===== config.mk =====
export PLATFORM = sky130hd
export DESIGN_NAME = rt3d_lane
export DESIGN_NICKNAME = d
export VERILOG_FILES = /design/src/sv/rt3d_pkg.sv /design/src/sv/rt3d_lane.sv
export SDC_FILE = /design/constraint.sdc
export NUM_CORES = 2
export LEC_CHECK = 0
export BUFFER_PORTS_ARGS = -buffer_cell sky130_fd_sc_hd__buf_2
export CORE_ASPECT_RATIO = 0.9
export CORE_MARGIN = 4
export CORE_UTILIZATION = 30
export DETAILED_ROUTE_END_ITERATION = 8
export MAX_ROUTING_LAYER = met4
export PLACE_DENSITY_LB_ADDON = 0.3
export SYNTH_ARGS = -nofsm -noshare
export SYNTH_HDL_FRONTEND = slang
export SYNTH_SLANG_ARGS = --single-unit

===== constraint.sdc =====
create_clock -name clk -period 12.7 [get_ports clk]
set_input_delay 0.635 -clock clk [delete_from_list [all_inputs] [get_ports clk]]
set_output_delay 0.635 -clock clk [all_outputs]
set_load 0.005 [all_outputs]

===== src/sv/rt3d_pkg.sv =====
package rt3d_pkg;

    // Field widths
    localparam int COORD_W   = 32;
    localparam int COEF_W    = 16;
    localparam int COEF_FRAC = COEF_W - 2;
    localparam int COL_W     = 3 * COEF_W;

    // Datapath widths: difference, product, accumulator, rounded value
    localparam int DIFF_W  = COORD_W + 1;
    localparam int PROD_W  = DIFF_W + COEF_W;
    localparam int ACC_W   = PROD_W + 3;
    localparam int RND_W   = ACC_W - COEF_FRAC;

    // APB port
    localparam int APB_DATA_W = 64;
    localparam int APB_ADDR_W = 6;

    typedef logic signed [COORD_W-1:0] coord_t;
    typedef logic signed [DIFF_W-1:0]  diff_t;
    typedef logic signed [COEF_W-1:0]  coef_t;
    typedef logic signed [PROD_W-1:0]  prod_t;
    typedef logic signed [ACC_W-1:0]   acc_t;
    typedef logic signed [RND_W-1:0]   rnd_t;
    typedef logic [COL_W-1:0]          col_t;

    typedef enum logic [2:0] {
        REG_COL0 = 3'd0,
        REG_COL1 = 3'd1,
        REG_COL2 = 3'd2,
        REG_OFFX = 3'd3,
        REG_OFFY = 3'd4,
        REG_OFFZ = 3'd5
    } reg_idx_t;

    // Reset matrix is the identity
    localparam col_t COL0_RST = col_t'(1) << COEF_FRAC;
    localparam col_t COL1_RST = col_t'(1) << (COEF_FRAC + COEF_W);
    localparam col_t COL2_RST = col_t'(1) << (COEF_FRAC + 2 * COEF_W);

    localparam acc_t ROUND_HALF = acc_t'(1) <<< (COEF_FRAC - 1);

    localparam coord_t COORD_MAX = {1'b0, {(COORD_W-1){1'b1}}};
    localparam coord_t COORD_MIN = {1'b1, {(COORD_W-1){1'b0}}};

    // Load enables of the lane stages
    typedef struct packed {
        logic prod;
        logic sum;
        logic result;
    } stage_en_t;

    function automatic coef_t coef_of(input col_t col, input logic [1:0] row);
        coef_t c;
        c = col[row*COEF_W +: COEF_W];
        return c;
    endfunction

endpackage


===== src/sv/rt3d_lane.sv =====
module rt3d_lane (
    input  logic                           clk,
    input  rt3d_pkg::stage_en_t            en,
    input  rt3d_pkg::diff_t  [2:0]         operand,
    input  rt3d_pkg::coef_t  [2:0]         coef,
    input  rt3d_pkg::coord_t               add_term,
    output rt3d_pkg::coord_t               result
);

    rt3d_pkg::prod_t [2:0] prod_reg;
    rt3d_pkg::prod_t [2:0] prod_next;
    rt3d_pkg::coord_t      add_reg;
    rt3d_pkg::acc_t        sum_reg;
    rt3d_pkg::acc_t        sum_next;
    rt3d_pkg::coord_t      result_reg;
    rt3d_pkg::coord_t      result_next;
    rt3d_pkg::rnd_t        rnd;

    // Stage 2: one multiply per term
    always_comb
    begin
        for (int k = 0; k < 3; k++)
        begin
            prod_next[k] = operand[k] * coef[k];
        end
    end

    // Stage 3: sum terms, scaled offset and the half LSB
    always_comb
    begin
        sum_next = rt3d_pkg::acc_t'(prod_reg[0]) + rt3d_pkg::acc_t'(prod_reg[1])
                 + rt3d_pkg::acc_t'(prod_reg[2])
                 + (rt3d_pkg::acc_t'(add_reg) <<< rt3d_pkg::COEF_FRAC)
                 + rt3d_pkg::ROUND_HALF;
    end

    // Stage 4: floor to output scale, then saturate
    always_comb
    begin
        rnd = rt3d_pkg::rnd_t'(sum_reg >>> rt3d_pkg::COEF_FRAC);
        if (rnd > rt3d_pkg::rnd_t'(rt3d_pkg::COORD_MAX))
        begin
            result_next = rt3d_pkg::COORD_MAX;
        end
        else if (rnd < rt3d_pkg::rnd_t'(rt3d_pkg::COORD_MIN))
        begin
            result_next = rt3d_pkg::COORD_MIN;
        end
        else
        begin
            result_next = rt3d_pkg::coord_t'(rnd);
        end
    end

    always_ff @(posedge clk)
    begin
        if (en.prod)
        begin
            prod_reg <= prod_next;
            add_reg  <= add_term;
        end
        if (en.sum)
        begin
            sum_reg <= sum_next;
        end
        if (en.result)
        begin
            result_reg <= result_next;
        end
    end

    assign result = result_reg;

endmodule


# Yosys cells after proc, flatten, opt, wreduce, memory -nomap -nowiden
# Cells that the tools add are included.
# op_classes
n_addsub,4
multipliers,3
magnitude_cmp,2
n_mux,1
# ops
cell,n
$mul 33x16->49,3
$add 51x46->52,1
$add 52x15->52 const B,1
$add 50x49->51,1
$add 49x49->50,1
$gt 38x32->1 const B,1
$lt 38x32->1 const B,1
$mux 32,1
# totals
register_bits,263
in_bits,183
out_inout_bits,32
word_cells,16

# Depth between registers and ports, before layout
# depth
ltp_word,4
depth_mapped,25
depth_no_buf,24

# Worst setup path after synthesis
# Ideal clock, no wire load.
# synth_path
path_kind,input -> register
startpoint,in coef[15] in the netlist's numbering
endpoint,"reg prod_reg[48] in the netlist's numbering, data pin"
setup_time_ns,0.261
t_arrival_ns,6.545
required_ns,12.439
path_slack_ns,5.894
cell_stages,23
path_buffers,2
path_cell_list,inv_1 -> clkbuf_1 -> clkbuf_1 -> nor2_1 -> fa_1 -> fa_1 -> fa_1 -> fa_1 -> fa_1 -> inv_1 -> fa_1 -> inv_1 -> ha_1 -> a21o_1 -> a21o_1 -> a2111oi_0 -> o31ai_1 -> a41o_1 -> a31oi_1 -> o31ai_1 -> nor2_1 -> o21ai_0 -> xnor2_1
# synth_rtl
item,line_no,rtl
"start, declared",rt3d_lane.sv:5,"input rt3d_pkg::coef_t [2:0] coef,"
"end signal, assigned",rt3d_lane.sv:59,prod_reg <= prod_next;
"end, declared",rt3d_lane.sv:10,rt3d_pkg::prod_t [2:0] prod_reg;

==> flow_summary.toml <==
[run_status]
status = "complete, no violations"

[die]
die_area_um2 = 228000
ios = 215
core-area_um2 = 219000
std_cell_rows = 163
die_h_um = 454
die-width_um = 503
start_util_pct = 30.2

[synth]
async_flop_share_pct = 0
synth_cell_types = 65
synth.mux.area_fraction_pct = 0.0151
syn_area_um2 = 66200
synthesis.nets = 9072
synth_edf_count = 249
synthFlopType = "edfxtp_1"
synthAdderAreaFrac_pct = 55.6
synth_area_leader_cell = "fa_1"
ys_ff_latch = 249
synth-xor-area-share_pct = 2.54
synth_top_family_by_area = "adder cells"
syn_area_per_cell_um2 = 9.60
synth_compound_area_share_pct = 5.30
netlist.area_leader.share_pct = 47.9
synth_warnings = 0
synthTopCellsByArea = "fa_1 48%, edfxtp_1 11%, inv_1 9.7%"
synth-simple-area-share_pct = 14.0
yosysSeqAreaShare_pct = 11.3
synth_cells = 6896

[hold_path]
min_to = "add_reg[5]"
hold_path_startpoint = "add_term[5]"
hold_path_class = "input pin to register"
worstHoldPathCells = 1

[setup_path]
path_buf_inv = 4
rr_startpoint = "prod_reg[34]"
end_kind = "register"
crit_required_ns = 13.02
crit_family = "adder cells"
timing.critical_path.mode_cell = "fa_1"
r2r_slack_ns = 7.85
critPathKind = "input pin to register"
crit_slowest_cell = "a2111oi_0"
cp-start-kind = "input pin"
arrival_ns = 8.19
critical-path-max-stage-delay_ns = 0.77
cp_cell_sequence = "buf_2, nand2_1, fa_1, fa_1, fa_1, inv_1, fa_1, fa_1, inv_1, fa_1, inv_1, ha_1, nand2_1, or3_1, a2111oi_0, o21ai_0, a21boi_0, a221oi_1, o21ai_1, nor4b_1, a211o_1"
worst-path-max-fanout = 33
reg2reg_to = "sum_reg[50]"
rr_worst_depth = 13

[final_layout]
final_common_cell = "inv_1"
drive_gt1_share_pct = 4.09
fin_nets = 9053
fillCellCount = 22700
layout_common_cells = "1,709 x inv_1, 1,584 x fa_1, 958 x nand2_1"
finalCoreUtilization_pct = 32.3
final_cell_count_no_fill = 9791
largest_register_ffs = 147
syn_to_final_growth_pct = 6.96

[global_routing]
grt_pass1_vias = 50400
busiest_layer = "met2"
use_met1_pct = 22.5
use_met2_pct = 28.0
grt-ovfl-total = 0
grt_antenna_before_repair = 11
gr-usage-met3_pct = 1.55
grt_pass1_wl_um = 293000
grt_usage_pct = 17.0
grt_max_degree = 67

[clock_tree]
clock-root-buffer = "clkbuf_16"
numCtsBuffers = 27
clk-insertion-delay-late_ns = 0.59
cts_setup_buffers = 0
cts_tree = "built"
path_clk_slew_ns = 0.06
cts.sinks = 249
clock_path_buffers = 3
postCtsResizedCells = 0
hold_buffers = 0
htree_num_levels = 1

[placed_design]
dp.cells = 9735
gp_routability_congestion = 0.899
port_buffers = 214
hpwl_um = 148000
pre_cts_slack_ns = 4.35

[routing]
drt_wl_total_um = 185000
vias = 45700
dr.pass1.iters = 5
routedWlPerCell_um = 18.8
drc_errors = 0
via_per_inst = 4.67
drt.antenna.violating_nets = 0
drt_iter0_markers = 2528

[sta]
fin_crit_ns = 7.87
fin_ws_ns = 4.83
max_slew_margin_pct = 34.1
rsz0062_at_grt = "false"
worst_slew_pin_slew_ns = 0.986
min_period_over_period_pct = 62.0
slew_violations = 0
final.setup_skew_ns = 0.0186
max_clock_freq_mhz = 127
setup_viol = 0
setup_tns_ns = 0
final_hold_viol_count = 0

[job]
drv_cap = 0
kinds of logic (layout without fill, tap and decap cells):
| logic type | after synthesis | in the layout |
|---|---|---|
| multiplexers | 1 | 1 |
| buffers and inverters | 1979 | 1979 |
| adder cells (fa/ha/maj) | 1993 | 1993 |
| XOR/XNOR | 192 | 192 |
| flip-flops | 249 | 249 |
| other | 0 | 8 |
| AO/OA/AOI/OAI | 543 | 543 |
| AND/OR/NAND/NOR | 1939 | 1939 |
layout make-up:
| type | count | area [um^2] | area share [%] |
|---|---|---|---|
| Tap cell | 2887 | 3610 | 5.10 |
| Timing Repair Buffer | 222 | 1140 | 1.61 |
| Inverter | 1709 | 6410 | 9.06 |
| Multi-Input combinational cell | 4668 | 51300 | 72.5 |
| Antenna cell | 8 | 20.0 | 0.0283 |
| Clock inverter | 14 | 125 | 0.177 |
| Sequential cell | 249 | 7480 | 10.6 |
| Clock buffer | 34 | 702 | 0.991 |
through the flow:
stage	cell area, um^2	hold WS (ns)
finish	70800	0.236
global route	70800	0.203
CTS	70800	0.204
detailed placement	70000	0.504
global placement	70000	0.501
floorplan	66200	0.495
routing by layer:
| metal | vias to the layer above | wire (um) |
|---|---|---|
| met3 | 235 | 9410 |
| met5 | - | 0 |
| met1 | 24000 | 79400 |
| met4 | 0 | 6680 |
| li1 | 20300 | - |
| met2 | 1207 | 89000 |
how the worst max path moves through the flow:
stage               cells after the start             to  startpoint
floorplan                              23   prod_reg[48]    coef[15]
global placement                       21  prod_reg[142]    coef[33]
detailed placement                     21  prod_reg[142]    coef[33]
CTS                                    21  prod_reg[142]    coef[33]
global route                           21  prod_reg[146]    coef[33]
finish                                 21  prod_reg[142]    coef[33]
cell usage after synthesis (14+ instances only):
cell / n
a21oi_1: 172
fa_1: 1584
inv_1: 1709
o21ai_0: 93
a21o_1: 118
nand2_1: 958
nand2b_1: 39
nand4_1: 22
and3_1: 15
xor2_1: 43
clkbuf_1: 266
o21bai_1: 32
nor2_1: 176
nor3_1: 18
nor2b_1: 23
nand3_1: 32
edfxtp_1: 249
ha_1: 409
a31oi_1: 14
and2_1: 630
a211oi_1: 17
xnor2_1: 149
Power is not shown: default switching activity piles up to over one toggle a cycle in this logic, so the estimate is an artifact.
