$ cat src/sv/rt3d_pkg.sv
package rt3d_pkg;

    // Field widths
    localparam int COORD_W   = 32;
    localparam int COEF_W    = 16;
    localparam int COEF_FRAC = COEF_W - 2;
    localparam int COL_W     = 3 * COEF_W;

    // Datapath widths: difference, product, accumulator, rounded value
    localparam int DIFF_W  = COORD_W + 1;
    localparam int PROD_W  = DIFF_W + COEF_W;
    localparam int ACC_W   = PROD_W + 3;
    localparam int RND_W   = ACC_W - COEF_FRAC;

    // APB port
    localparam int APB_DATA_W = 64;
    localparam int APB_ADDR_W = 6;

    typedef logic signed [COORD_W-1:0] coord_t;
    typedef logic signed [DIFF_W-1:0]  diff_t;
    typedef logic signed [COEF_W-1:0]  coef_t;
    typedef logic signed [PROD_W-1:0]  prod_t;
    typedef logic signed [ACC_W-1:0]   acc_t;
    typedef logic signed [RND_W-1:0]   rnd_t;
    typedef logic [COL_W-1:0]          col_t;

    typedef enum logic [2:0] {
        REG_COL0 = 3'd0,
        REG_COL1 = 3'd1,
        REG_COL2 = 3'd2,
        REG_OFFX = 3'd3,
        REG_OFFY = 3'd4,
        REG_OFFZ = 3'd5
    } reg_idx_t;

    // Reset matrix is the identity
    localparam col_t COL0_RST = col_t'(1) << COEF_FRAC;
    localparam col_t COL1_RST = col_t'(1) << (COEF_FRAC + COEF_W);
    localparam col_t COL2_RST = col_t'(1) << (COEF_FRAC + 2 * COEF_W);

    localparam acc_t ROUND_HALF = acc_t'(1) <<< (COEF_FRAC - 1);

    localparam coord_t COORD_MAX = {1'b0, {(COORD_W-1){1'b1}}};
    localparam coord_t COORD_MIN = {1'b1, {(COORD_W-1){1'b0}}};

    // Load enables of the lane stages
    typedef struct packed {
        logic prod;
        logic sum;
        logic result;
    } stage_en_t;

    function automatic coef_t coef_of(input col_t col, input logic [1:0] row);
        coef_t c;
        c = col[row*COEF_W +: COEF_W];
        return c;
    endfunction

endpackage

$ cat src/sv/rt3d_regs.sv
module rt3d_regs (
    input  logic                                 clk,
    input  logic                                 rst_n,
    input  logic                                 psel,
    input  logic                                 penable,
    input  logic                                 pwrite,
    input  logic [rt3d_pkg::APB_ADDR_W-1:0]      paddr,
    input  logic [rt3d_pkg::APB_DATA_W-1:0]      pwdata,
    output logic [rt3d_pkg::APB_DATA_W-1:0]      prdata,
    output logic                                 pready,
    output rt3d_pkg::col_t   [2:0]               matrix_col,
    output rt3d_pkg::coord_t [2:0]               offset
);

    rt3d_pkg::col_t   [2:0] col_reg;
    rt3d_pkg::coord_t [2:0] off_reg;
    rt3d_pkg::reg_idx_t     idx;
    logic                   wr;

    assign idx    = rt3d_pkg::reg_idx_t'(paddr[5:3]);
    assign wr     = psel && penable && pwrite;
    assign pready = 1'b1;

    always_ff @(posedge clk or negedge rst_n)
    begin
        if (!rst_n)
        begin
            col_reg[0] <= rt3d_pkg::COL0_RST;
            col_reg[1] <= rt3d_pkg::COL1_RST;
            col_reg[2] <= rt3d_pkg::COL2_RST;
            off_reg    <= '0;
        end
        else if (wr)
        begin
            unique case (idx)
                rt3d_pkg::REG_COL0: col_reg[0] <= pwdata[rt3d_pkg::COL_W-1:0];
                rt3d_pkg::REG_COL1: col_reg[1] <= pwdata[rt3d_pkg::COL_W-1:0];
                rt3d_pkg::REG_COL2: col_reg[2] <= pwdata[rt3d_pkg::COL_W-1:0];
                rt3d_pkg::REG_OFFX: off_reg[0] <= pwdata[rt3d_pkg::COORD_W-1:0];
                rt3d_pkg::REG_OFFY: off_reg[1] <= pwdata[rt3d_pkg::COORD_W-1:0];
                rt3d_pkg::REG_OFFZ: off_reg[2] <= pwdata[rt3d_pkg::COORD_W-1:0];
                default: ;  // drop writes beyond the map
            endcase
        end
    end

    always_comb
    begin
        unique case (idx)
            rt3d_pkg::REG_COL0: prdata = rt3d_pkg::APB_DATA_W'(col_reg[0]);
            rt3d_pkg::REG_COL1: prdata = rt3d_pkg::APB_DATA_W'(col_reg[1]);
            rt3d_pkg::REG_COL2: prdata = rt3d_pkg::APB_DATA_W'(col_reg[2]);
            rt3d_pkg::REG_OFFX: prdata = rt3d_pkg::APB_DATA_W'(unsigned'(off_reg[0]));
            rt3d_pkg::REG_OFFY: prdata = rt3d_pkg::APB_DATA_W'(unsigned'(off_reg[1]));
            rt3d_pkg::REG_OFFZ: prdata = rt3d_pkg::APB_DATA_W'(unsigned'(off_reg[2]));
            default:            prdata = '0;
        endcase
    end

    assign matrix_col = col_reg;
    assign offset     = off_reg;

endmodule

$ cat config.mk
export PLATFORM = sky130hd
export DESIGN_NAME = rt3d_regs
export DESIGN_NICKNAME = d
export VERILOG_FILES = /design/src/sv/rt3d_pkg.sv /design/src/sv/rt3d_regs.sv
export SDC_FILE = /design/constraint.sdc
export NUM_CORES = 1
export LEC_CHECK = 0
export ABC_AREA = 1
export BUFFER_PORTS_ARGS = -buffer_cell sky130_fd_sc_hd__buf_2
export CORE_UTILIZATION = 46
export CTS_CLUSTER_DIAMETER = 150
export DETAILED_ROUTE_END_ITERATION = 8
export PLACE_DENSITY_LB_ADDON = 0.25
export SYNTH_ARGS = -nofsm -noshare
export SYNTH_HDL_FRONTEND = slang
export SYNTH_SLANG_ARGS = --single-unit
export TNS_END_PERCENT = 30
$ cat constraint.sdc
create_clock -name clk -period 2.2 [get_ports clk]
set_clock_uncertainty 0.05 [all_clocks]
set_input_delay 0.66 -clock clk [delete_from_list [all_inputs] [get_ports clk]]
set_output_delay 0.66 -clock clk [all_outputs]
set_load 0.01 [all_outputs]
Yosys cells after proc, flatten, opt, wreduce, memory -nomap -nowiden
Cells that the tools add are included.
Word-level totals
  bits in registers: 240
  input port bits: 75
  output and inout port bits: 305
  logic and storage cells: 21
Operators by class
  equality and inequality tests: 5
  mux-type cells: 1
  reductions and logical operators: 9
Operators with widths (number)
  one-hot mux 48 bit (6 select lines): 1
  AND reduction 2 bit: 6
  equality test 3 x 2 -> 1 bit (second input constant): 2
  equality test 3 bit (second input constant): 2
  equality test 3 x 1 -> 1 bit (second input constant): 1
  zero test 3 bit: 1
  logical AND 1 bit: 2

Longest topological paths before layout
Gate-level depths: netlist (run 1).
  word-level depth: 3
  depth in mapped cells: 9
  gate-level depth less buffers: 6

Worst setup path after synthesis (run 1)
OpenSTA, ideal clock, no wires.
  path type: in2out
  from: input paddr[3] in the netlist's numbering
  to: output prdata[10] in the netlist's numbering
  arrival: 1.655 ns
  data required time: 1.490 ns
  path slack: -0.165 ns
  cell stages on the path: 8
  buffers on the path: 3
  path through: buf_2 > nor2_2 > buf_2 > clkbuf_1 > nand3_1 > nand2_1 > nor2_1 > nand2_1
On the way
  cells in the longest elaborated chain, start to end: 2
  elaborated cells between the ends (all ways): 7
  classes of those cells: 5 x eq/ne; 1 x mux; 1 x reduce/logical
RTL lines
  from (decl): RTL line rt3d_regs.sv:7  | input logic [rt3d_pkg::APB_ADDR_W-1:0] paddr,
  equality test 3 bit (tied with other cells): RTL line rt3d_regs.sv:49  | unique case (idx)
  one-hot mux 48 bit (6 select lines) *: RTL line rt3d_regs.sv:49
  to (decl): RTL line rt3d_regs.sv:9  | output logic [rt3d_pkg::APB_DATA_W-1:0] prdata,
Every way passes the cells marked *; elsewhere a longest branch is shown, timed or not.

Worst setup path after layout (run 1)
  from: input paddr[5] in the netlist's numbering
  to: output prdata[47] in the netlist's numbering
Same word-level chain as after synthesis.

==> results.py, run 1 <==
metrics = {
    "sta": {
        "setup_slack_ns": -0.213,
        "hold_violations": 0,
        "setup_viol": 48,
        "hold_ws_ns": 0.276,
        "fin_crit_ns": 2.41,
        "finalMaxSlewViolations": 0,
        "fin_setup_tns_ns": -7.84,
        "min_period_over_period_pct": 110,
        "max_freq_mhz": 414,
        "rsz0062_at_grt": "yes",
    },
    "critical_path": {
        "cpLargestDelayFamily": "buffers and inverters",
        "r2r_end": "matrix_col[142]",
        "endpoint_kind": "output pin",
        "crit_buf_inv": 6,
        "cp.arrival_ns": 1.70,
        "crit_path_cell_trace": "buf_12 > buf_6 > buf_12 > nor3_4 > buf_12 > buf_12 > nand2_4 > nand3_4 > buf_6",
        "crit_required_ns": 1.49,
        "worst-path-max-fanout": 5,
        "slowest_stage": "nor3_4",
        "r2r-start": "matrix_col[142]",
        "cp_common_cell": "buf_12",
        "max_stage_delay_ns": 0.16,
        "cp-start-kind": "input pin",
        "reg2regPathDepth": 2,
        "reg2reg_slack_ns": 1.36,
        "path_class": "input pin to output pin",
    },
    "power": {
        "leakage_nw": 8.94,
        "p_seq_share_pct": 43.8,
        "internal_power_mw": 9.15,
        "p_clk_share_pct": 31.8,
        "pwr-share-comb_pct": 24.4,
        "ir_worst_vdd_v": 0.000589,
        "power_density_mw_per_mm2": 864,
        "total_power_mw": 13.7,
        "sw_frac_of_total_pct": 33.2,
        "p_switching_mw": 4.54,
    },
    "yosys": {
        "synthArstFlopShare_pct": 100,
        "synthCells": 1474,
        "yosysMostFrequentCell": "nand2_1",
        "synth.top_cell.area_share_pct": 51.5,
        "synth_warnings": 0,
        "synth_edf_count": 0,
        "synth.area.top_cells": "dfrtp_1 51%, nand2_1 17%, o21ai_0 8.3%",
        "ys_ff_latch": 240,
        "syn_avg_cell_area_um2": 7.81,
        "yosysSeqAreaShare_pct": 52.2,
        "synth_common_cells": "523 x nand2_1, 237 x dfrtp_1, 191 x o21ai_0",
        "synthesis.area_mm2": 0.0115,
        "dominantRegCellSynth": "dfrtp_1",
        "synth_area_leader_cell": "dfrtp_1",
        "synthDistinctLibCells": 22,
    },
    "clocking": {
        "cts.clk_slew.worst_paths_ns": 0.06,
        "root_buffer": "clkbuf_16",
        "cts_tree": "done",
        "insertion_delay_ns": 0.55,
        "max-clock-path-buffers": 3,
        "numCtsBuffers": 26,
        "ctsHtreeMaxLevel": 1,
        "cts.sink_count": 240,
    },
    "drt": {
        "drcViolationCount": 0,
        "routedWlPerCell_um": 19.5,
        "drt_wl_total_um": 42300,
        "via_per_inst": 5.51,
        "drtIter0Drc": 989,
        "drtPass1Iterations": 6,
        "num_vias": 12000,
        "ant_nets": 0,
    },
    "final_layout": {
        "drive_above_1_share_pct": 29.7,
        "area_delta_synth_final_pct": 37.6,
        "nNetsFinal": 1903,
        "seq_area_mm2": 0.00601,
        "antenna-diode-count": 0,
        "nFillCells": 2093,
        "multi_input_area_mm2": 0.00488,
    },
    "outcome": {
        "violations": "negative setup slack",
        "status": "finished with violations",
    },
    "global_routing": {
        "grt_use_met3_pct": 5.90,
        "grt_pass1_vias": 11200,
        "grt-ovfl-total": 0,
        "antenna_found_initial": 1,
        "busiest_layer": "met2",
        "use_met1_pct": 42.7,
        "grt_start_max_net_pins": 69,
        "grt_first_pass_wirelength_um": 63600,
        "grt_usage_pct": 31.6,
        "grtUsageMet2_pct": 51.7,
    },
    "floorplan": {
        "num_io_pins": 380,
        "chipHeight_um": 160,
        "coreArea_mm2": 0.0245,
        "die_w_um": 160,
        "core.rowCount": 57,
        "dieArea_mm2": 0.0257,
        "start_util_pct": 47.1,
    },
    "run": {
        "cap_violations": 0,
    },
    "min_path": {
        "holdPathStages": 3,
        "holdPathEnd": "matrix_col[42]",
        "hold_path.class": "input pin to flip-flop",
        "hp-start": "pwdata[42]",
    },
    "place": {
        "hpwl_um": 26700,
        "gp_congestion": 0.852,
        "portBuffers": 343,
    },
}
-- power groups by stage --
stage	logic [mW]	registers (mW)	clock network, mW
global route	3.66	6.09	4.62
floorplan	1.13	6.28	0
CTS	3.27	5.96	4.42
finish	3.34	6.00	4.35
global placement	3.08	5.98	0
detailed placement	3.16	6.00	0
-- cell usage in the layout (no fill, tap or decap) --
| cell | netlist | layout |
|---|---|---|
| a21oi_1 | 19 | 18 |
| a21oi_2 | 0 | 1 |
| buf_12 | 0 | 46 |
| buf_16 | 0 | 3 |
| buf_2 | 38 | 322 |
| buf_4 | 20 | 34 |
| buf_6 | 9 | 26 |
| buf_8 | 0 | 3 |
| bufinv_16 | 0 | 1 |
| clkbuf_1 | 47 | 7 |
| clkbuf_16 | 0 | 32 |
| clkbuf_8 | 0 | 7 |
| clkinv_2 | 0 | 4 |
| clkinv_8 | 0 | 1 |
| clkinvlp_4 | 0 | 2 |
| conb_1 | 2 | 17 |
| dfrtp_1 | 237 | 237 |
| dfstp_2 | 3 | 3 |
| dlygate4sd3_1 | 0 | 1 |
| inv_1 | 84 | 82 |
| inv_2 | 3 | 2 |
| inv_4 | 0 | 3 |
| nand2_1 | 523 | 500 |
| nand2_2 | 2 | 11 |
| nand2_4 | 0 | 14 |
| nand3_1 | 82 | 61 |
| nand3_2 | 2 | 18 |
| nand3_4 | 0 | 5 |
| nand4_1 | 89 | 89 |
| nor2_1 | 54 | 47 |
| nor2_2 | 2 | 4 |
| nor2_4 | 0 | 5 |
| nor3_4 | 1 | 1 |
| o21ai_0 | 191 | 191 |
| o21ai_1 | 50 | 50 |
-- worst register-to-register path, cell delays in order (launching register included) --
cell     delay [ns]
dfstp_2        0.54
nand2_1        0.05
o21ai_0        0.10
-- layer usage --
layer	part of all wire, %	vias up
li1	-	5506
met1	41	5739
met2	48	623
met3	8.9	90
met4	2.4	2
met5	0.031	-
-- stage by stage --
step	instance area (um^2)	cells	utilization [%]	setup slack [ns]
after floorplan	11700	1489	-	-0.0100
after global placement	14200	2103	58.1	-0.334
after detailed placement	14200	2103	58.1	-0.333
after CTS	15500	2163	63.5	-0.292
after global routing	15800	2172	64.8	-0.234
final	15800	2172	64.8	-0.213
-- state kept, by name (all words and copies together) (netlist names) --
name and flops:
matrix_col 144, offset 96
-- area by class of cell --
| class | instances | area share [%] |
|---|---|---|
| Clock inverter | 8 | 0.513 |
| Tap cell | 324 | 2.56 |
| Timing Repair Buffer | 441 | 21.3 |
| Multi-Input combinational cell | 1032 | 30.8 |
| Sequential cell | 240 | 37.9 |
| Inverter | 87 | 2.11 |
| Clock buffer | 40 | 4.88 |
-- kinds of logic after synthesis --
group | Yosys count | share of synthesized area [%]
buffers and inverters | 217 | 8.73
other | 2 | 0.0652
AO/OA/AOI/OAI | 260 | 11.3
AND/OR/NAND/NOR | 755 | 27.7
flip-flops | 240 | 52.2
-- how the worst max path moves through the flow --
| stage | startpoint | to | slack [ns] | cells past startpoint |
|---|---|---|---|---|
| finish | paddr[5] | prdata[47] | -0.21 | 9 |
| floorplan | paddr[4] | prdata[21] | -0.01 | 8 |
| CTS | paddr[5] | prdata[41] | -0.29 | 10 |
| detailed placement | paddr[5] | prdata[40] | -0.33 | 8 |
| global route | paddr[5] | prdata[47] | -0.23 | 9 |
| global placement | paddr[5] | prdata[40] | -0.33 | 8 |
-- timing repair --
item                                    4_1_cts  5_1_grt
hold buffers                                  1        0
gates cloned                                  4        8
endpoints found under the hold margin        35        0
pin swaps                                    19       23
setup buffers                                 7        2
endpoints found under the setup margin       48       48
resized for setup                            66       37
Note: power is estimated with default switching activity, not from simulation.
==> run 2, diff against run 1 <==
Settings changed: CORE_MARGIN from default to 1, GPL_TIMING_DRIVEN from default to 0.
==> run 2 against run 1 <==
- combinational power is 4% higher
- via count is 7.9% higher
- the flow still finishes with violations (negative setup slack)
- global-route usage is 7.9 points higher
- utilization is 0.15 points lower
- largest cell class unchanged
- die area stayed put
- flip-flop and latch count stayed put
- sequential share of layout area is 0.090 points higher
- sequential power hardly changed
- critical path depth stayed put
==> results.py, run 2 (same netlist as run 1, synthesis figures left out) <==
metrics = {
    "outcome": {
        "status": "finished with violations",
        "violations": "negative setup slack",
    },
    "sta": {
        "rsz0062_at_grt": "yes",
        "slew_headroom_pct": 30.9,
        "fin_crit_ns": 2.52,
        "setup_viol": 53,
        "worst_pin_slew_ns": 1.04,
        "setup_slack_ns": -0.322,
        "finalMaxSlewViolations": 0,
        "hold_ws_ns": 0.281,
        "max_freq_mhz": 397,
        "min_period_over_period_pct": 115,
        "hold_violations": 0,
    },
    "place": {
        "placedInstanceArea_mm2": 0.0139,
        "gp_congestion": 0.943,
        "hpwl_um": 34300,
        "portBuffers": 342,
    },
    "critical_path": {
        "worst-path-max-fanout": 10,
        "cp.arrival_ns": 1.81,
        "cp-start-kind": "input pin",
        "path_class": "input pin to output pin",
        "crit_required_ns": 1.49,
        "endpoint_kind": "output pin",
        "slowest_stage": "buf_12",
        "max_stage_delay_ns": 0.19,
        "crit_path_cell_trace": "buf_8 > buf_8 > buf_12 > nand3_4 > buf_12 > nor2_1 > a21oi_1 > nand2_1 > buf_6",
    },
    "clocking": {
        "cts_tree": "done",
        "max-clock-path-buffers": 3,
        "ctsHtreeMaxLevel": 1,
        "cts.clk_slew.worst_paths_ns": 0.07,
        "numCtsBuffers": 25,
        "insertion_delay_ns": 0.54,
        "root_buffer": "clkbuf_16",
        "cts.sink_count": 240,
    },
    "final_layout": {
        "area_delta_synth_final_pct": 37.3,
        "layout_commonest_cell": "nand2_1",
        "drive_above_1_share_pct": 30.2,
        "largest_register_ffs": 144,
        "layout_common_cells": "510 x nand2_1, 342 x buf_2, 237 x dfrtp_1",
        "nNetsFinal": 1961,
        "utilization_pct": 64.6,
        "final_area_mm2": 0.0158,
    },
    "floorplan": {
        "die_w_um": 160,
        "num_io_pins": 380,
        "core.rowCount": 57,
        "chipHeight_um": 160,
        "dieArea_mm2": 0.0257,
        "start_util_pct": 47.1,
        "coreArea_mm2": 0.0245,
    },
    "drt": {
        "ant_nets": 0,
        "drtIter0Drc": 1431,
        "via_per_inst": 5.79,
        "drcViolationCount": 0,
        "num_vias": 12900,
        "drtPass1Iterations": 6,
        "drt_wl_total_um": 51900,
        "routedWlPerCell_um": 23.3,
    },
    "run": {
        "cap_violations": 0,
    },
    "global_routing": {
        "antenna_found_initial": 1,
        "grt_start_max_net_pins": 114,
        "grt_usage_pct": 39.6,
        "grt-ovfl-total": 0,
        "grt_pass1_vias": 12100,
        "grt_first_pass_wirelength_um": 75500,
    },
    "power": {
        "ir_worst_vdd_v": 0.000576,
        "power_density_mw_per_mm2": 919,
        "leakage_nw": 8.88,
    },
    "min_path": {
        "hold_path.class": "input pin to flip-flop",
    },
}
## run 2: cell count changes in the layout (fill, tap and decap cells not counted), sizes merged
cell / before / now
clkbuf: 46 / 75
buf: 434 / 454
bufinv: 1 / 7
clkinv: 5 / 3
inv: 87 / 89
bufbuf: 0 / 1
clkinvlp: 2 / 3
diode: 0 / 1
## run 2: cell type report
type,count,area [um^2]
Antenna cell,1,2.50
Buffer,129,1060
Clock buffer,31,688
Clock inverter,15,273
Fill cell,2088,8650
Inverter,87,339
Multi-Input combinational cell,1032,4770
Sequential cell,240,6010
Tap cell,324,405
Timing Repair Buffer,371,2270
## run 2: metal layers
metal  part of all wire (%)  track usage [%]  vias to the layer above
met5                      0                0                        -
met4                    6.0             21.6                        0
met3                     12             9.82                      198
met2                     45             61.6                     1011
met1                     37             50.8                     6076
li1                       -                -                     5617
## run 2: what timing repair did
item                                    in CTS  in global routing
hold endpoints to repair                    40                  0
hold buffers                                 1                  0
setup buffers                               17                  3
resized for setup                          145                 61
cloned                                       4                  3
pin swaps                                   34                 18
endpoints found under the setup margin      48                 58
## run 2: path summary, 6_finish.rpt
kind	start	to	slack [ns]	cells past startpoint
setup / recovery	paddr[4]	prdata[28]	-0.32	9
hold / removal	pwdata[33]	matrix_col[33]	0.28	3
setup reg to reg	offset[20]	offset[20]	1.33	2
hold reg to reg	matrix_col[14]	matrix_col[14]	0.44	2
max in group asynchronous	rst_n	matrix_col[0]	0.20	4
min in group asynchronous	rst_n	matrix_col[107]	0.55	2
## run 2: worst max-delay path, delay by kind of cell
kind	cells	cell delay, ns
AOI/OAI and AO/OA	1	0.13
buffers and inverters	5	0.68
and+or+nand+nor	3	0.32
## run 2: where the power goes
group	switching (mW)	leakage, nW	internal (mW)
logic	2.13	5.34	1.35
clock network	1.96	0.460	3.06
registers	0.766	3.07	5.26
## run 2: stage by stage
step | std cells | power [mW] | setup TNS (ns) | setup slack [ns]
floorplan | 1489 | 7.41 | -0.241 | -0.0100
global placement | 2155 | 9.12 | -986.86 | -3.93
detailed placement | 2157 | 9.22 | -58.81 | -0.728
CTS | 2224 | 14.3 | -12.11 | -0.293
global route | 2230 | 15.1 | -14.23 | -0.359
finish | 2230 | 14.5 | -11.67 | -0.322
==> run 3, diff against run 2 <==
Settings changed: BUFFER_PORTS_ARGS -buffer_cell sky130_fd_sc_hd__buf_2 to -buffer_cell sky130_fd_sc_hd__buf_4.
==> run 3 against run 2 <==
- clock-buffer cell count is 7 higher
- fmax up 1.2%
- the run still ends with negative setup slack left
- critical path depth is 1 higher
- final area is 4.7% higher
- wire length increased by 0.38%
- global-route usage is essentially flat
- first-iteration DRC count is 9.0% higher
- sequential share of layout area decreased by 1.7 points
- cell count shrank 0.13%
- power is 0.32% higher
- critical path type unchanged
==> results.py, run 3 (same netlist as run 1, synthesis figures left out) <==
metrics = {
    "outcome": {
        "status": "finished with violations",
        "violations": "negative setup slack",
    },
    "place": {
        "dpl_worst_slack_ns": -0.720,
        "hpwl_um": 35000,
        "portBuffers": 342,
        "gp_congestion": 0.944,
        "placed_cells": 2157,
    },
    "final_layout": {
        "layout_commonest_cell": "nand2_1",
        "seq_area_mm2": 0.00601,
        "area_delta_synth_final_pct": 43.7,
        "drive_above_1_share_pct": 29.5,
        "antenna-diode-count": 0,
        "largest_register_ffs": 144,
        "final_cell_count_no_fill": 2227,
        "layout_common_cells": "515 x nand2_1, 351 x buf_4, 237 x dfrtp_1",
        "nFillCells": 1997,
        "multi_input_area_mm2": 0.00473,
        "nNetsFinal": 1959,
    },
    "critical_path": {
        "reg2reg_slack_ns": 1.35,
        "path_class": "input pin to output pin",
        "crit_required_ns": 1.49,
        "r2r-start": "matrix_col[78]",
        "worst-path-max-fanout": 10,
        "cp-start-kind": "input pin",
        "r2r_end": "matrix_col[78]",
        "reg2regPathDepth": 2,
        "endpoint_kind": "output pin",
        "cp.arrival_ns": 1.78,
    },
    "floorplan": {
        "start_util_pct": 47.1,
        "coreArea_mm2": 0.0245,
        "chipHeight_um": 160,
        "dieArea_mm2": 0.0257,
        "core.rowCount": 57,
        "num_io_pins": 380,
        "die_w_um": 160,
    },
    "drt": {
        "routed.top_layer": "met4",
        "drtPass1Iterations": 6,
        "wl_met1_um": 19000,
        "drcViolationCount": 0,
        "drt_wl_total_um": 52100,
        "num_vias": 13000,
        "dr_wl_met3_um": 6380,
        "ant_nets": 0,
        "drtIter0Drc": 1560,
        "route.met2.wl_um": 23800,
        "routedWlPerCell_um": 23.4,
        "via_per_inst": 5.82,
    },
    "power": {
        "total_power_mw": 14.6,
        "ir_worst_vdd_v": 0.000556,
        "internal_power_mw": 9.76,
        "p_seq_share_pct": 41.6,
        "p_clk_share_pct": 30.8,
        "p_switching_mw": 4.81,
        "sw_frac_of_total_pct": 33.0,
        "pwr-share-comb_pct": 27.6,
        "power_density_mw_per_mm2": 881,
        "leakage_nw": 8.98,
    },
    "sta": {
        "worst_pin_slew_ns": 1.06,
        "min_period_over_period_pct": 113,
        "rsz0062_at_grt": "yes",
        "fin_crit_ns": 2.49,
        "setup_viol": 57,
        "fin_setup_tns_ns": -11.52,
        "finalMaxSlewViolations": 0,
        "max_freq_mhz": 401,
        "hold_violations": 0,
        "slew_headroom_pct": 29.7,
        "setup_slack_ns": -0.291,
    },
    "global_routing": {
        "grt_pass1_vias": 12300,
        "grt_usage_pct": 39.6,
        "grt-ovfl-total": 0,
        "grt_start_max_net_pins": 102,
        "grt_first_pass_wirelength_um": 76000,
        "antenna_found_initial": 0,
    },
    "clocking": {
        "max-clock-path-buffers": 3,
        "ctsHtreeMaxLevel": 1,
        "cts.clk_slew.worst_paths_ns": 0.06,
        "insertion_delay_ns": 0.53,
        "cts.sink_count": 240,
        "root_buffer": "clkbuf_16",
        "cts_tree": "done",
        "numCtsBuffers": 26,
    },
    "run": {
        "cap_violations": 0,
    },
    "min_path": {
        "hold_path.class": "input pin to async pin",
    },
}
[run 3: cell count changes in the layout (fill, tap and decap cells not counted), moves of 5 or more]
cell,delta
clkbuf_16,+5
nand2_1,+5
buf_4,+309
clkbuf_8,+6
nor2_1,+6
bufinv_16,-5
buf_2,-318
[run 3: area by class of cell]
cell class	count	share of cell area, %
Buffer	130	7.05
Clock buffer	38	4.57
Clock inverter	9	0.605
Inverter	87	2.08
Multi-Input combinational cell	1032	28.6
Sequential cell	240	36.3
Tap cell	324	2.45
Timing Repair Buffer	367	18.3
[run 3: layer usage]
layer | vias to the layer above | track usage [%]
met2 | 985 | 61.9
met1 | 6190 | 50.9
met4 | 0 | 20.0
met3 | 195 | 10.2
met5 | - | 0
li1 | 5601 | -
[run 3: what timing repair did]
action	in CTS	in global routing
cloned	3	3
gates resized for setup	146	58
endpoints found under the setup margin	48	50
pin swaps	14	11
hold buffers	0	0
buffers inserted	16	1
[run 3: worst max path at each step]
stage | start | end | slack (ns)
2_1_floorplan | paddr[4] | prdata[21] | -0.01
3_3_place_gp | rst_n | matrix_col[89] | -1.51
3_5_place_dp | paddr[5] | prdata[4] | -0.72
4_1_cts | paddr[4] | prdata[24] | -0.24
5_1_grt | paddr[3] | prdata[28] | -0.32
6_report | paddr[4] | prdata[2] | -0.29
[run 3: power groups by stage]
stage                     clock network, mW  logic (mW)  registers [mW]
final                                  4.48        4.02            6.07
after global routing                   4.66        4.31            6.14
after CTS                              4.45        3.90            6.02
after detailed placement                  0        3.74            6.08
after global placement                    0        3.64            6.06
after floorplan                           0        1.13            6.28
[run 3: critical path: stages]
cell and delay, ns:
buf_8 0.11, buf_8 0.13, inv_6 0.07, buf_8 0.14
buf_8 0.16, nand4_1 0.12, nand2_1 0.13, nor2_1 0.06
nand2_1 0.07, buf_6 0.10
[run 3: per-stage QoR]
stage	cell area (um^2)	util, %	hold WS, ns
5_1_grt	16500	67.6	0.0585
3_5_place_dp	14700	60.2	0.436
3_3_place_gp	14700	59.9	0.429
2_1_floorplan	11700	-	0.314
4_1_cts	16300	66.5	0.0289
6_report	16500	67.6	0.00650
